File: src/sv/bsfe_pkg.sv
`timescale 1ns / 1ps

package bsfe_pkg;

  // Descriptor queue between the front and the back end.
  localparam int Q_DEPTH = 4;
  localparam int Q_PTR_W = $clog2(Q_DEPTH);
  localparam int Q_CNT_W = $clog2(Q_DEPTH + 1);

  // Second byte of an escape pair.
  localparam logic [7:0] STUFF_FLAG_CODE = 8'h5E;
  localparam logic [7:0] STUFF_ESC_CODE  = 8'h5D;

  // Configuration register indexes.
  localparam logic [2:0] REG_FLAG     = 3'd0;
  localparam logic [2:0] REG_ESCAPE   = 3'd1;
  localparam logic [2:0] REG_ADDRESS  = 3'd2;
  localparam logic [2:0] REG_CTL_ZERO = 3'd3;
  localparam logic [2:0] REG_CTL_ONE  = 3'd4;

  // Reset values of the configuration registers.
  localparam logic [7:0] RST_FLAG     = 8'h7E;
  localparam logic [7:0] RST_ESCAPE   = 8'h7D;
  localparam logic [7:0] RST_ADDRESS  = 8'h03;
  localparam logic [7:0] RST_CTL_ZERO = 8'h00;
  localparam logic [7:0] RST_CTL_ONE  = 8'h40;

  typedef enum logic [1:0] {
    STUFF_NONE = 2'd0,
    STUFF_FLAG = 2'd1,
    STUFF_ESC  = 2'd2
  } stuff_t;

  typedef struct packed {
    logic [7:0] flag_value;
    logic [7:0] escape_value;
    logic [7:0] address_value;
    logic [7:0] control_seq_zero;
    logic [7:0] control_seq_one;
  } cfg_t;

  // One classified payload transfer, ready for the back end.
  typedef struct packed {
    logic       first;
    logic       last;
    logic [7:0] ctl;
    logic [7:0] data;
    stuff_t     data_code;
    logic [7:0] chk;
    stuff_t     chk_code;
  } desc_t;

  // The flag test wins when flag and escape are equal.
  function automatic stuff_t classify(input logic [7:0] b, input logic [7:0] flag,
                                      input logic [7:0] esc);
    stuff_t code;
    if (b == flag) begin
      code = STUFF_FLAG;
    end else if (b == esc) begin
      code = STUFF_ESC;
    end else begin
      code = STUFF_NONE;
    end
    return code;
  endfunction

endpackage

File: src/sv/byte_stuffing_frame_encoder_top.sv
`timescale 1ns / 1ps
// The first output byte of a payload transfer passes through the descriptor queue and the
// back-end output register before it appears on the outputs.
// Throughput: one output byte per cycle while out_ready is high, set by the back-end byte
// sequencer; a payload transfer produces 1 to 9 bytes (header 4, payload 1-2, check 1-2,
// closing flag 1). Acknowledge transfers produce no output.
// Reset (rst, synchronous, active high) restores the default configuration, clears the
// sequence bit, the running check and the descriptor queue.

module byte_stuffing_frame_encoder_top import bsfe_pkg::*; (
  input  logic       clk,
  input  logic       rst,
  input  logic       cfg_we,
  input  logic [2:0] cfg_index,
  input  logic [7:0] cfg_data,
  input  logic       in_valid,
  output logic       in_ready,
  input  logic       cmd,
  input  logic [7:0] data_byte,
  input  logic       first_byte,
  input  logic       last_byte,
  output logic       out_valid,
  input  logic       out_ready,
  output logic [7:0] out_byte,
  output logic       run_last,
  output logic       frame_end
);

  cfg_t  cfg;
  logic  q_full;
  logic  push;
  desc_t push_desc;
  logic  pop;
  logic  head_valid;
  desc_t head_desc;

  // Configuration registers; unknown indexes are ignored.
  always_ff @(posedge clk) begin
    if (rst) begin
      cfg.flag_value       <= RST_FLAG;
      cfg.escape_value     <= RST_ESCAPE;
      cfg.address_value    <= RST_ADDRESS;
      cfg.control_seq_zero <= RST_CTL_ZERO;
      cfg.control_seq_one  <= RST_CTL_ONE;
    end else if (cfg_we) begin
      unique case (cfg_index)
        REG_FLAG:     cfg.flag_value       <= cfg_data;
        REG_ESCAPE:   cfg.escape_value     <= cfg_data;
        REG_ADDRESS:  cfg.address_value    <= cfg_data;
        REG_CTL_ZERO: cfg.control_seq_zero <= cfg_data;
        REG_CTL_ONE:  cfg.control_seq_one  <= cfg_data;
        default: begin
        end
      endcase
    end
  end

  bsfe_front u_front (
    .clk        (clk),
    .rst        (rst),
    .cfg        (cfg),
    .in_valid   (in_valid),
    .in_ready   (in_ready),
    .cmd        (cmd),
    .data_byte  (data_byte),
    .first_byte (first_byte),
    .last_byte  (last_byte),
    .q_full     (q_full),
    .push       (push),
    .push_desc  (push_desc)
  );

  bsfe_queue u_queue (
    .clk        (clk),
    .rst        (rst),
    .push       (push),
    .push_desc  (push_desc),
    .pop        (pop),
    .full       (q_full),
    .head_valid (head_valid),
    .head_desc  (head_desc)
  );

  bsfe_back u_back (
    .clk        (clk),
    .rst        (rst),
    .cfg        (cfg),
    .head_valid (head_valid),
    .head_desc  (head_desc),
    .pop        (pop),
    .out_valid  (out_valid),
    .out_ready  (out_ready),
    .out_byte   (out_byte),
    .run_last   (run_last),
    .frame_end  (frame_end)
  );

endmodule

File: src/sv/bsfe_front.sv
`timescale 1ns / 1ps

module bsfe_front import bsfe_pkg::*; (
  input  logic       clk,
  input  logic       rst,
  input  cfg_t       cfg,
  input  logic       in_valid,
  output logic       in_ready,
  input  logic       cmd,
  input  logic [7:0] data_byte,
  input  logic       first_byte,
  input  logic       last_byte,
  input  logic       q_full,
  output logic       push,
  output desc_t      push_desc
);

  logic       sequence_bit;
  logic [7:0] running_check;
  logic [7:0] chk_base;
  logic [7:0] chk_new;
  logic       accept;

  assign in_ready = !q_full;
  assign accept   = in_valid && in_ready;
  assign push     = accept && !cmd;

  // The check restarts on the opening byte of a frame.
  assign chk_base = first_byte ? 8'h00 : running_check;
  assign chk_new  = chk_base ^ data_byte;

  // Classify the payload and check bytes for stuffing.
  always_comb begin
    push_desc.first     = first_byte;
    push_desc.last      = last_byte;
    push_desc.ctl       = sequence_bit ? cfg.control_seq_one : cfg.control_seq_zero;
    push_desc.data      = data_byte;
    push_desc.data_code = classify(data_byte, cfg.flag_value, cfg.escape_value);
    push_desc.chk       = chk_new;
    push_desc.chk_code  = classify(chk_new, cfg.flag_value, cfg.escape_value);
  end

  // Sequence bit toggles on each accepted acknowledge; running check updates on each accepted payload.
  always_ff @(posedge clk) begin
    if (rst) begin
      sequence_bit  <= 1'b0;
      running_check <= 8'h00;
    end else if (accept) begin
      if (cmd) begin
        sequence_bit <= !sequence_bit;
      end else begin
        running_check <= last_byte ? 8'h00 : chk_new;
      end
    end
  end

endmodule

File: src/sv/bsfe_queue.sv
`timescale 1ns / 1ps

module bsfe_queue import bsfe_pkg::*; (
  input  logic  clk,
  input  logic  rst,
  input  logic  push,
  input  desc_t push_desc,
  input  logic  pop,
  output logic  full,
  output logic  head_valid,
  output desc_t head_desc
);

  desc_t              entries [Q_DEPTH];
  logic [Q_PTR_W-1:0] wr_ptr;
  logic [Q_PTR_W-1:0] rd_ptr;
  logic [Q_CNT_W-1:0] count;

  assign full       = (count == Q_CNT_W'(Q_DEPTH));
  assign head_valid = (count != '0);
  assign head_desc  = entries[rd_ptr];

  // Descriptor storage.
  always_ff @(posedge clk) begin
    if (push) begin
      entries[wr_ptr] <= push_desc;
    end
  end

  // Pointers and fill count.
  always_ff @(posedge clk) begin
    if (rst) begin
      wr_ptr <= '0;
      rd_ptr <= '0;
      count  <= '0;
    end else begin
      if (push) begin
        wr_ptr <= wr_ptr + 1'b1;
      end
      if (pop) begin
        rd_ptr <= rd_ptr + 1'b1;
      end
      if (push && !pop) begin
        count <= count + 1'b1;
      end else if (pop && !push) begin
        count <= count - 1'b1;
      end
    end
  end

endmodule

File: src/sv/bsfe_back.sv
`timescale 1ns / 1ps

module bsfe_back import bsfe_pkg::*; (
  input  logic       clk,
  input  logic       rst,
  input  cfg_t       cfg,
  input  logic       head_valid,
  input  desc_t      head_desc,
  output logic       pop,
  output logic       out_valid,
  input  logic       out_ready,
  output logic [7:0] out_byte,
  output logic       run_last,
  output logic       frame_end
);

  typedef enum logic [9:0] {
    ST_BEGIN    = 10'b00_0000_0001,
    ST_HDR_FLAG = 10'b00_0000_0010,
    ST_HDR_ADDR = 10'b00_0000_0100,
    ST_HDR_CTL  = 10'b00_0000_1000,
    ST_HDR_XOR  = 10'b00_0001_0000,
    ST_DAT      = 10'b00_0010_0000,
    ST_DAT_ESC  = 10'b00_0100_0000,
    ST_CHK      = 10'b00_1000_0000,
    ST_CHK_ESC  = 10'b01_0000_0000,
    ST_CLOSE    = 10'b10_0000_0000
  } step_t;

  step_t      step;
  step_t      cur;
  step_t      step_next;
  logic       load;
  logic [7:0] byte_next;
  logic       done;
  logic       end_next;

  // The output register takes a new byte when it is empty or being drained.
  assign load = !out_valid || out_ready;
  assign pop  = load && head_valid && done;

  function automatic logic [7:0] second_code(input stuff_t code);
    return (code == STUFF_FLAG) ? STUFF_FLAG_CODE : STUFF_ESC_CODE;
  endfunction

  // Pick the byte for the current step and the step after it.
  always_comb begin
    cur       = (step == ST_BEGIN) ? (head_desc.first ? ST_HDR_FLAG : ST_DAT) : step;
    byte_next = 8'h00;
    step_next = ST_BEGIN;
    done      = 1'b0;
    end_next  = 1'b0;
    unique case (cur)
      ST_HDR_FLAG: begin
        byte_next = cfg.flag_value;
        step_next = ST_HDR_ADDR;
      end
      ST_HDR_ADDR: begin
        byte_next = cfg.address_value;
        step_next = ST_HDR_CTL;
      end
      ST_HDR_CTL: begin
        byte_next = head_desc.ctl;
        step_next = ST_HDR_XOR;
      end
      ST_HDR_XOR: begin
        byte_next = cfg.address_value ^ head_desc.ctl;
        step_next = ST_DAT;
      end
      ST_DAT: begin
        if (head_desc.data_code != STUFF_NONE) begin
          byte_next = cfg.escape_value;
          step_next = ST_DAT_ESC;
        end else begin
          byte_next = head_desc.data;
          step_next = head_desc.last ? ST_CHK : ST_BEGIN;
          done      = !head_desc.last;
        end
      end
      ST_DAT_ESC: begin
        byte_next = second_code(head_desc.data_code);
        step_next = head_desc.last ? ST_CHK : ST_BEGIN;
        done      = !head_desc.last;
      end
      ST_CHK: begin
        if (head_desc.chk_code != STUFF_NONE) begin
          byte_next = cfg.escape_value;
          step_next = ST_CHK_ESC;
        end else begin
          byte_next = head_desc.chk;
          step_next = ST_CLOSE;
        end
      end
      ST_CHK_ESC: begin
        byte_next = second_code(head_desc.chk_code);
        step_next = ST_CLOSE;
      end
      ST_CLOSE: begin
        byte_next = cfg.flag_value;
        step_next = ST_BEGIN;
        done      = 1'b1;
        end_next  = 1'b1;
      end
      default: begin
        step_next = ST_BEGIN;
      end
    endcase
  end

  // Step register advances once per byte handed to the output register.
  always_ff @(posedge clk) begin
    if (rst) begin
      step <= ST_BEGIN;
    end else if (load && head_valid) begin
      step <= step_next;
    end
  end

  // Output register.
  always_ff @(posedge clk) begin
    if (rst) begin
      out_valid <= 1'b0;
    end else if (load) begin
      out_valid <= head_valid;
    end
  end

  always_ff @(posedge clk) begin
    if (load && head_valid) begin
      out_byte  <= byte_next;
      run_last  <= done;
      frame_end <= end_next;
    end
  end

  // The closing flag always ends the run of its transfer.
  a_end_is_last: assert property (@(posedge clk) disable iff (rst)
    out_valid && frame_end |-> run_last)
    else $error("closing flag not marked as last of its run");

  // A descriptor leaves the queue only as its final byte is loaded.
  a_pop_on_load: assert property (@(posedge clk) disable iff (rst)
    pop |-> load && head_valid && done)
    else $error("descriptor popped without loading its final byte");

  // With nothing queued the sequencer waits at the start of an item.
  a_idle_begin: assert property (@(posedge clk) disable iff (rst)
    !head_valid |-> step == ST_BEGIN)
    else $error("sequencer mid-item with an empty queue");

endmodule
File: config.mk
export PLATFORM = sky130hd
export DESIGN_NAME = byte_stuffing_frame_encoder_top
export DESIGN_NICKNAME = d
export VERILOG_FILES = /design/src/sv/bsfe_pkg.sv /design/src/sv/byte_stuffing_frame_encoder_top.sv /design/src/sv/bsfe_front.sv /design/src/sv/bsfe_queue.sv /design/src/sv/bsfe_back.sv
export SDC_FILE = /design/constraint.sdc
export NUM_CORES = 1
export LEC_CHECK = 0
export BUFFER_PORTS_ARGS = -buffer_cell sky130_fd_sc_hd__buf_2
export CELL_PAD_IN_SITES_DETAIL_PLACEMENT = 1
export CELL_PAD_IN_SITES_GLOBAL_PLACEMENT = 1
export CORE_UTILIZATION = 42
export DETAILED_ROUTE_END_ITERATION = 12
export PLACE_DENSITY = 0.76
export SKIP_CTS_REPAIR_TIMING = 1
export SLEW_MARGIN = 15
export SYNTH_ARGS = -nofsm -noshare
export SYNTH_HDL_FRONTEND = slang
export SYNTH_SLANG_ARGS = --single-unit
File: constraint.sdc
create_clock -name clk -period 3.7 [get_ports clk]
set_input_delay 0.74 -clock clk [delete_from_list [all_inputs] [get_ports clk]]
set_output_delay 0.74 -clock clk [all_outputs]
set_load 0.005 [all_outputs]
### Yosys cells after proc, flatten, opt, wreduce, memory -nomap -nowiden

Memories as Yosys holds them, arrays and structs flattened. A register that Yosys moved wholly into a read port is not among the register bits.
Index checks and enable logic that the tools add are counted.

| cells by class | value |
|---|---|
| muxes and demuxes | 27 |
| reduce and logical (&&, ||, !) cells | 27 |
| shifts and indexed selects | 0 |
| multiply operators | 0 |
| eq/ne operators | 21 |
| div/mod/pow operators | 0 |
| magnitude comparators | 0 |
| bitwise gates (word level) | 3 |
| $add $sub $neg | 4 |

Operator list:

| cell | count |
|---|---|
| $pmux W10 S8 | 1 |
| $pmux W8 S8 | 1 |
| $mux W8 | 6 |
| $eq A8 B8 Y1 | 4 |
| $mux W10 | 3 |
| $mux W2 | 8 |
| $xor A8 B8 Y8 | 2 |
| $reduce_and A2 Y1 | 7 |
| $eq A10 B1 Y1 const B | 1 |
| $eq A10 B10 Y1 const B | 1 |
| $eq A10 B2 Y1 const B | 1 |
| $eq A10 B3 Y1 const B | 1 |
| $eq A10 B4 Y1 const B | 1 |
| $eq A10 B5 Y1 const B | 1 |
| $eq A10 B6 Y1 const B | 1 |
| $eq A10 B7 Y1 const B | 1 |
| $eq A10 B8 Y1 const B | 1 |
| $eq A10 B9 Y1 const B | 1 |
| $logic_not A1 Y1 | 7 |
| $eq A3 B2 Y1 const B | 2 |
| $eq A3 B3 Y1 const B | 2 |
| $logic_and A1 B1 Y1 | 6 |
| $mux W3 | 2 |
| $mux W6 | 1 |
| 13 further kinds | 20 |

| storage, ports and cells | value |
|---|---|
| latch bits | 0 |
| bits of input ports | 27 |
| memories kept | 1 |
| memory bits (read-only) | 0 |
| bits in writable memories | 120 |
| word-level logic and storage cells | 98 |
| register bits | 77 |

Memories:

| name | depth | width | rd ports | clocked after memory_dff | wr ports | line | RTL |
|---|---|---|---|---|---|---|---|
| u_queue.entries | 4 | 30 | 1 | 1 | 1 | bsfe_queue.sv:14 | `desc_t entries [Q_DEPTH];` |

### Longest topological paths before layout

Gate-level depths: netlist (run 1).

| logic depth | value |
|---|---|
| word-level depth | 8 |
| mapped depth | 12 |
| depth with buffers taken out | 11 |

### Modules after synthesis

From an unflattened synthesis (run 1), not the netlist that was laid out.

| second synthesis, totals | value |
|---|---|
| cells, all modules | 660 |
| area total of the unflattened synthesis | 8962.3 sq um |

Modules (own cells, without submodules):

| module | area each (sq um) | times used | sequential area each (sq um) | cells each |
|---|---|---|---|---|
| bsfe_queue | 4758.3 | 1 | 3783.6 | 200 |
| byte_stuffing_frame_encoder_top | 1631.6 | 1 | 800.8 | 151 |
| bsfe_back | 1485.2 | 1 | 500.5 | 176 |
| bsfe_front | 1087.3 | 1 | 180.2 | 133 |

### Worst setup path after synthesis (run 1)

Ideal clock, no wire load.

| timing | value |
|---|---|
| path type | input to register |
| start | input out_ready |
| end | register u_queue.count[2] |
| setup slack | 0.831 ns |
| stages | 11 |
| arrival time | 2.798 ns |
| required time | 3.630 ns |
| path through | inv_1 a21o_1 clkbuf_1 clkinv_1 nand2_1 ha_1 inv_1 fa_1 xor2_1 or3_1 a21oi_1 |

| between the ends | value |
|---|---|
| cells in the longest elaborated chain, start to end | 6 |
| elaborated cells between the ends (all ways) | 8 |
| those cells by class | mux: 1; reduce/logical: 7 |

Ends and longest elaborated chain:

| item | line | RTL |
|---|---|---|
| start, declared | byte_stuffing_frame_encoder_top.sv:23 | `input logic out_ready,` |
| $logic_or A1 B1 Y1 * | bsfe_back.sv:39 | `assign load = !out_valid \|\| out_ready;` |
| $logic_and A1 B1 Y1 * (2 in series) | bsfe_back.sv:40 | `assign pop = load && head_valid && done;` |
| $logic_not A1 Y1 | bsfe_queue.sv:43 | `if (push && !pop) begin` |
| $logic_and A1 B1 Y1 | bsfe_queue.sv:43 |  |
| $mux W3 / $reduce_bool A2 Y1 (equally long branches) | n/a |  |
| end signal, assigned | bsfe_queue.sv:44 | `count <= count + 1'b1;` |
| end signal, assigned | bsfe_queue.sv:46 | `count <= count - 1'b1;` |
| end, declared | bsfe_queue.sv:17 | `logic [Q_CNT_W-1:0] count;` |

Mark *: on every way between the ends. The rest lies on a longest branch, timed or not.
A chain may end at the register's enable or synchronous reset.

==> flow_summary.ini, run 1 <==
[run_status]
status = complete, no violations

[yosys]
yosys.area.top_type_share_pct = 45.2
syn_area_per_cell_um2 = 12.9
ys.flop_type = edfxtp_1
synth.area.top_cells = edfxtp_1 (45%), dfxtp_1 (16%), mux4_2 (7.8%), nand2_1 (3.4%), xnor2_1 (3.0%)
netlist_area_um2 = 8630
synth_compound_area_share_pct = 6.65
synth_fp_nets = 704
synth_enable_flop_cells = 130
synth.largest_area_cell = edfxtp_1
synth-xor-area-share_pct = 4.67
yosys.area_share.simple_pct = 13.6
synth.distinct_cells = 57
synth_top_family_by_area = simple AND/OR/NAND/NOR gates
netlist_instances = 671
synth-adder-area-share_pct = 0.957
synthMostInstantiatedCell = edfxtp_1
synthArstFlopShare_pct = 0
seq_area_frac_synth_pct = 61.0
ys_ff_latch = 198
ys_warn_count = 0
synth_common_cells = edfxtp_1 (130), nand2_1 (79), dfxtp_1 (68), a21oi_1 (43), nor2_1 (41)
synthMuxAreaShare_pct = 11.0

[detailed_routing]
drc_errors = 0
top_layer = met4
first_iter_violations = 392
vias = 5775
vias_per_cell = 5.76
firstDrtPassIters = 5
wirelength_met1_um = 9540
avgRoutedWirePerCell_um = 23.2
drt_wl_total_um = 23300
ant_nets = 0
wl_met3_um = 900
wl_met2_um = 12000

[power]
peakVddDrop_mv = 0.352
p_leak_nw = 3.43
powerDensity_nw_per_um2 = 513

[placement]
globalplace.congestion = 0.862
io_buffer_count = 38
hpwl_um = 16600

[clock_network]
cts_buffers = 17
cts_tree = yes
path_clk_slew_ns = 0.07
h-tree-depth = 4
clkLatencyLatePin_ns = 0.44
ctsLongestPathBuffers = 2
cts_sinks = 198
cts_root_buf = clkbuf_16

[timing]
rsz0062_at_grt = no
setup_viol = 0
final_hold_viol_count = 0
slew_headroom_pct = 28.1
post-route-min-period_ns = 3.04
worstMarginPinSlew_ns = 1.07
clock_skew_ns = 0.00837
finalSetupTns_ns = 0
fmax_mhz = 329
min_period_over_period_pct = 82.1
drv_slew = 0

[global_routing]
grt_max_degree = 41
antenna_found_initial = 0
grt_pass1_vias = 6283
grt_overflow_total = 0
grt_usage_pct = 23.1
grt_pass1_wl_um = 36100

[floorplan]
die_height_um = 145
core_area_um2 = 20200
ios = 39
start_util_pct = 42.8
die_w_um = 145
die_area_um2 = 21100
rows = 52

[worst_setup_path]
r2r-end = u_queue.count[2]
crit_type = reg2reg
crit_family = simple AND/OR/NAND/NOR gates
worstPathCellList = mux4_2, nor2_4, o211ai_2, nand3_2, nand2_1, ha_1, inv_1, fa_1, xor2_1, or3_1, a21oi_1
cpMaxStageDelayCell = mux4_2
cp.required_ns = 4.08
worst-path-stages = 11
end_kind = flop
reg2regPathDepth = 11
r2r_slack_ns = 0.66
crit_buf_inv = 1
worstSetupEndpoint = u_queue.count[2]
max_stage_delay_ns = 0.62
cp_max_fo = 9
crit_arrival_ns = 3.41
startpoint_type = flop

[final_layout]
layout.nets = 752
seq_area_um2 = 5270
antenna_cells = 0
area_growth_pct = 12.6
drive_gt1_share_pct = 18.6
multiInputGateArea_um2 = 3180
fin_util_pct = 48.2
n_fill_cell = 2116

[job]
drv_cap = 0

[worst_hold_path]
holdCritPathClass = reg2reg
==> layer usage <==
metal  vias up  global-route usage [%]
li1       2565                       -
met1      3019                    27.7
met2       139                    39.9
met3        52                    4.29
met4         0                    11.3
met5         -                       0
==> placed cells by master, fill, tap and decap left out, types with 2 or more instances in the layout <==
cell type / n
a211o_1: 2
a21o_1: 2
a21oi_1: 43
a221oi_1: 5
a22o_1: 4
a22oi_1: 2
and2_1: 5
and3_1: 4
buf_2: 38
buf_4: 18
clkbuf_1: 4
clkbuf_16: 17
clkbuf_8: 2
clkinv_1: 2
clkinv_2: 4
dfxtp_1: 67
edfxtp_1: 130
ha_1: 5
inv_1: 17
mux2_2: 8
mux2i_1: 17
mux4_2: 30
nand2_1: 79
nand3_1: 11
nand3_2: 2
nand3b_1: 16
nand4_1: 9
nand4b_1: 3
nor2_1: 41
nor2b_1: 20
nor3_1: 17
nor4_1: 3
nor4_2: 2
o211ai_1: 7
o21ai_0: 17
o22ai_1: 2
or2_2: 2
or3_1: 4
xnor2_1: 30
xor2_1: 16
==> power breakdown <==
group | switching (mW) | total (mW) | leakage, nW | internal, mW
combinational | 0.406 | 0.668 | 1.38 | 0.262
sequential | 0.0856 | 2.57 | 1.77 | 2.49
clock | 0.792 | 1.75 | 0.269 | 0.960
==> layout make-up <==
type | instances | share of cell area [%]
well taps | 270 | 3.47
flip-flops and latches | 198 | 54.2
clock buffers | 23 | 4.81
inverters | 18 | 0.695
multi-input cells | 428 | 32.7
repair buffers | 56 | 3.35
clock inverters | 9 | 0.811
==> stage by stage <==
stage          cell area (um^2)  cells  hold slack, ns  setup slack [ns]  power, mW
4_1_cts                    9720   1002           0.464             0.646       5.02
3_3_place_gp               9180    970           0.442             0.705       3.24
2_1_floorplan              8630    671           0.433             0.831       3.01
5_1_grt                    9720   1002           0.490             0.362       5.16
6_report                   9720   1002           0.458             0.662       4.99
3_5_place_dp               9180    970           0.455             0.645       3.28
==> cell families (layout without fill, tap and decap cells) <==
group           count (synthesis)  count (layout)
buf+inv                        45             106
flops                         198             198
compound gates                 93              93
xor+xnor                       46              46
mux                            56              56
simple gates                  227             227
fa+ha+maj                       6               6
==> registers in the layout, summed over array words and instances (netlist names), named ones only <==
register and count:
u_front.running_check 8, u_back.out_byte 8, cfg 40, u_queue.entries 120, u_front.sequence_bit 1, u_back.run_last 1
u_queue.count 3, u_queue.rd_ptr 2, u_back.frame_end 1, u_queue.wr_ptr 2, u_back.out_valid 1, u_back.step 9
==> worst reg2reg max path, delay by kind of cell (launching register included) <==
family                     cells  cell delay [ns]
adders and majority gates      2             0.41
DFF                            1             0.52
AOI/OAI and AO/OA              2             0.31
and+or+nand+nor                4             0.97
muxes                          1             0.62
buffers and inverters          1             0.07
xor gates and xnor gates       1             0.08
==> worst min path at each step <==
stage,startpoint,to,depth (start not counted)
final,cfg[1],cfg[1],2
after global routing,cfg[9],cfg[9],2
after CTS,cfg[1],cfg[1],2
after detailed placement,cfg[1],cfg[1],2
after global placement,cfg[5],cfg[5],2
after floorplan,cfg[0],cfg[0],2
Note: power is estimated with default switching activity, not from simulation.
==> run 2: changes to the inputs <==
==> constraint.sdc (replaced) <==
create_clock -name clk -period 3.15 [get_ports clk]
set_input_delay 0.63 -clock clk [delete_from_list [all_inputs] [get_ports clk]]
set_output_delay 0.63 -clock clk [all_outputs]
set_load 0.005 [all_outputs]
==> run 2 against run 1 <==
Design area increased by 0.33%. First-iteration DRC count is 3.8% higher. Global-route usage shrank 0.89 points. Non-clock buffer count up 1. Utilization rose by 0.16 points. Sequential power increased by 17%. Die area unchanged. Setup slack got worse by 0.43 ns. Clock power rose by 22%. Via count fell by 1.4%.
==> flow_summary.ini, run 2 (synthesized netlist as in run 1, its figures left out) <==
[worst_setup_path]
r2r_slack_ns = 0.23
reg2regPathDepth = 11
startpoint_type = flop
crit_arrival_ns = 3.29
worstPathCellList = or4_4, nor4_2, o211ai_2, nand3_2, nand2_1, ha_1, inv_1, fa_1, xor2_1, or3_1, a21oi_1
r2r-end = u_queue.count[2]
cpMaxStageDelayCell = or4_4
max_stage_delay_ns = 0.61
crit_type = reg2reg
cp_max_fo = 10
cp.required_ns = 3.52
r2r_start = u_back.step[6]
end_kind = flop

[timing]
min_period_over_period_pct = 92.7
worstMarginPinSlew_ns = 0.710
whs_ns = 0.458
finalSetupTns_ns = 0
clock_skew_ns = 0.0219
rsz0062_at_grt = no
slew_headroom_pct = 52.3
drv_slew = 0
fmax_mhz = 342
post-route-min-period_ns = 2.92
setup_ws_ns = 0.230
final_hold_viol_count = 0
setup_viol = 0

[global_routing]
grt_overflow_total = 0
grt_pass1_wl_um = 34900
antenna_found_initial = 0
grt_usage_pct = 22.2
grt_max_degree = 31
grt_pass1_vias = 6167

[power]
comb_power_share_pct = 13.4
net-switching-power_mw = 1.59
fin_total_pwr_mw = 5.94
p_leak_nw = 3.45
pwr-share-clk_pct = 35.9
p_int_mw = 4.34
peakVddDrop_mv = 0.391
powerDensity_nw_per_um2 = 608
pwr-share-seq_pct = 50.7
swShare_pct = 26.8

[detailed_routing]
drc_errors = 0
vias = 5694
avgRoutedWirePerCell_um = 22.4
ant_nets = 0
drt_wl_total_um = 22400
firstDrtPassIters = 5
first_iter_violations = 407
vias_per_cell = 5.68

[placement]
pre_cts_ws_ns = 0.205
globalplace.congestion = 0.890
hpwl_um = 15400
placed_cell_area_um2 = 9190
io_buffer_count = 38

[final_layout]
antenna_cells = 0
final_common_cell = edfxtp_1
n_fill_cell = 2132
largest_reg_flops = 120
design_area_um2 = 9760
largestRegisters = u_queue.entries (120), cfg (40), u_back.step (9)
regMostFlops = u_queue.entries
drive_gt1_share_pct = 19.2
layout_common_cells = edfxtp_1 (130), nand2_1 (79), dfxtp_1 (67), a21oi_1 (43), nor2_1 (41)
area_growth_pct = 13.0
layout.nets = 753

[job]
drv_cap = 0

[worst_hold_path]
holdCritPathClass = reg2reg
worstHoldEndpoint = cfg[15]
hold_start = cfg[15]
worstHoldPathCells = 2

[clock_network]
cts_root_buf = clkbuf_16
h-tree-depth = 4
clkLatencyLatePin_ns = 0.45
path_clk_slew_ns = 0.08
cts_sinks = 198
ctsLongestPathBuffers = 2
cts_tree = yes
cts_buffers = 17

[run_status]
status = complete, no violations

[floorplan]
die_height_um = 145
die_w_um = 145
rows = 52
ios = 39
die_area_um2 = 21100
start_util_pct = 42.8
core_area_um2 = 20200
==> run 2: final cells by class <==
class / count / area (um^2) / area share, %
sequential: 198 / 5270 / 54.0
tap: 270 / 338 / 3.46
timing repair buffer: 57 / 337 / 3.45
clock buffer: 18 / 429 / 4.40
clock inverter: 14 / 139 / 1.42
multi-input combinational: 428 / 3180 / 32.6
inverter: 18 / 67.6 / 0.692
==> run 2: metrics by stage <==
stage                     std cells  util (%)
after floorplan                 671         -
after global placement          971      45.5
after detailed placement        971      45.5
after CTS                      1003      48.4
after global routing           1003      48.4
final                          1003      48.4
==> run 2: power by group through the flow <==
stage | logic, mW | registers (mW) | clock network, mW
after floorplan | 0.502 | 3.03 | 0
after global placement | 0.755 | 3.06 | 0
after detailed placement | 0.789 | 3.07 | 0
after CTS | 0.795 | 3.01 | 2.17
after global routing | 0.864 | 3.02 | 2.26
final | 0.795 | 3.01 | 2.13
==> run 2: routing by layer <==
metal / vias to the layer above / wire length [um] / GRT usage (%) / part of all wire, %
met3: 29 / 827 / 3.86 / 3.7
met2: 129 / 11800 / 39.2 / 52
li1: 2577 / - / - / -
met4: 0 / 491 / 9.58 / 2.2
met1: 2959 / 9350 / 26.6 / 42
met5: - / 0 / 0 / 0
==> run 2: worst max-delay path by stage <==
stage,start,endpoint,slack [ns],cells after the start
2_1_floorplan,out_ready,u_queue.count[2],0.39,11
3_3_place_gp,flop,u_queue.count[2],0.39,11
3_5_place_dp,flop,u_back.out_byte[3],0.21,8
4_1_cts,flop,u_back.out_byte[3],0.20,8
5_1_grt,u_back.step[6],u_queue.count[2],0.007,11
6_report,u_back.step[6],u_queue.count[2],0.23,11
==> run 2: critical path, delay by kind of cell (launching register included) <==
| family | cells | cell delay (ns) |
|---|---|---|
| compound gates | 2 | 0.31 |
| xor+xnor | 1 | 0.07 |
| fa+ha+maj | 2 | 0.39 |
| buf+inv | 1 | 0.08 |
| flops | 1 | 0.40 |
| simple gates | 5 | 1.60 |
==> run 3: changes to the inputs <==
--- a/config.mk
+++ b/config.mk
@@ -10,7 +10,7 @@
 export CELL_PAD_IN_SITES_GLOBAL_PLACEMENT = 1
 export CORE_UTILIZATION = 42
 export DETAILED_ROUTE_END_ITERATION = 12
-export PLACE_DENSITY = 0.76
+export PLACE_DENSITY = 0.78
 export SKIP_CTS_REPAIR_TIMING = 1
 export SLEW_MARGIN = 15
 export SYNTH_ARGS = -nofsm -noshare
==> constraint.sdc (replaced) <==
create_clock -name clk -period 2.4 [get_ports clk]
set_input_delay 0.48 -clock clk [delete_from_list [all_inputs] [get_ports clk]]
set_output_delay 0.48 -clock clk [all_outputs]
set_load 0.005 [all_outputs]
==> run 3 against run 2 <==
The run now ends with negative setup slack left. Total power is 36% higher. Sequential power rose by 31%. Non-clock buffer count is 54 higher. Largest power group unchanged. Critical path depth did not move. Die area did not move. Largest cell class unchanged. Combinational power increased by 67%. Final cell count rose by 5.4%. Register-to-register slack worse by 0.53 ns.
==> flow_summary.ini, run 3 (synthesized netlist as in run 1, its figures left out) <==
[floorplan]
ios = 39
die_height_um = 145
core_area_um2 = 20200
die_w_um = 145
die_area_um2 = 21100
start_util_pct = 42.8
rows = 52

[worst_setup_path]
max_stage_delay_ns = 0.55
cpMaxStageDelayCell = mux4_2
end_kind = flop
startpoint_type = flop
cp_max_fo = 3
crit_arrival_ns = 3.07
crit_type = reg2reg
worstPathCellList = mux4_2, nor4b_4, o211ai_2, nand3_2, nand2_2, ha_4, inv_4, fa_2, xor2_1, or3_1, a21oi_2
cp.required_ns = 2.77
crit_family = simple AND/OR/NAND/NOR gates
crit_buf_inv = 1

[final_layout]
fin_util_pct = 51.2
antenna_cells = 0
final_common_cell = edfxtp_1
largest_reg_flops = 120
drive_gt1_share_pct = 26.4
largestRegisters = u_queue.entries (120), cfg (40), u_back.step (9)
regMostFlops = u_queue.entries
area_growth_pct = 19.5
layout.nets = 807
layout_common_cells = edfxtp_1 (130), nand2_1 (77), dfxtp_1 (67), buf_4 (67), a21oi_1 (42)

[power]
pwr-share-seq_pct = 48.8
p_leak_nw = 3.74
swShare_pct = 26.4
p_int_mw = 5.94
peakVddDrop_mv = 0.575
comb_power_share_pct = 16.5
pwr-share-clk_pct = 34.7
net-switching-power_mw = 2.13
fin_total_pwr_mw = 8.07
powerDensity_nw_per_um2 = 782

[timing]
rsz0062_at_grt = yes
fmax_mhz = 370
finalSetupTns_ns = -0.906
setup_ws_ns = -0.300
worstMarginPinSlew_ns = 0.645
clock_skew_ns = 0.00996
slew_headroom_pct = 56.6
min_period_over_period_pct = 113
post-route-min-period_ns = 2.70
drv_slew = 0
setup_viol = 8
final_hold_viol_count = 0

[worst_hold_path]
holdCritPathClass = in2reg

[clock_network]
cts_sinks = 198
h-tree-depth = 4
ctsLongestPathBuffers = 2
cts_buffers = 17
clkLatencyLatePin_ns = 0.44
path_clk_slew_ns = 0.07
cts_tree = yes
cts_root_buf = clkbuf_16

[run_status]
violations = negative setup slack
status = finished with violations

[detailed_routing]
vias = 6044
vias_per_cell = 5.72
drc_errors = 0
drt_wl_total_um = 24500
first_iter_violations = 521
ant_nets = 0
avgRoutedWirePerCell_um = 23.1
firstDrtPassIters = 4

[placement]
globalplace.congestion = 0.847
hpwl_um = 16800
io_buffer_count = 38

[global_routing]
grt_pass1_wl_um = 36600
grt_usage_pct = 23.2
antenna_found_initial = 0
grt_max_degree = 52
grt_pass1_vias = 6491
grt_overflow_total = 0

[job]
drv_cap = 0
-- run 3: path summary, 6_finish.rpt --
kind	start	endpoint	slack [ns]	depth (start not counted)
setup / recovery	flop	u_queue.count[2]	-0.30	11
hold / removal	out_ready	u_back.out_valid	0.31	4
setup reg to reg	flop	u_queue.count[2]	-0.30	11
hold reg to reg	cfg[2]	cfg[2]	0.46	2
-- run 3: through the flow --
stage | area, um^2 | setup WS, ns | hold WS [ns] | instances
floorplan | 8650 | -0.170 | 0.433 | 671
global placement | 9560 | -0.0984 | 0.440 | 1016
detailed placement | 9560 | -0.237 | 0.450 | 1016
CTS | 10100 | -0.262 | 0.318 | 1048
global route | 10300 | -0.385 | 0.330 | 1057
finish | 10300 | -0.300 | 0.314 | 1057
-- run 3: power by group through the flow --
| stage | Sequential [mW] | Combinational, mW | Clock [mW] |
|---|---|---|---|
| floorplan | 3.97 | 0.664 | 0 |
| global placement | 4.00 | 1.12 | 0 |
| detailed placement | 4.01 | 1.17 | 0 |
| CTS | 3.93 | 1.19 | 2.82 |
| global route | 3.94 | 1.42 | 2.97 |
| finish | 3.93 | 1.33 | 2.80 |
-- run 3: area by class of cell --
class	instances	area, um^2
multi-input combinational	428	3290
timing repair buffer	111	787
sequential	198	5270
inverter	18	71.3
fill	2089	9850
clock buffer	19	433
tap	270	338
clock inverter	13	133
-- run 3: layer usage --
metal | track usage, % | routed length [um]
met3 | 3.98 | 1160
met5 | 0 | 0
met4 | 12.9 | 899
met1 | 26.9 | 9450
met2 | 40.9 | 13000
-- run 3: tightest hold or removal path: stages --
cell and delay [ns]:
buf_2 0.08, inv_1 0.04, nand2_1 0.06, a21oi_1 0.05
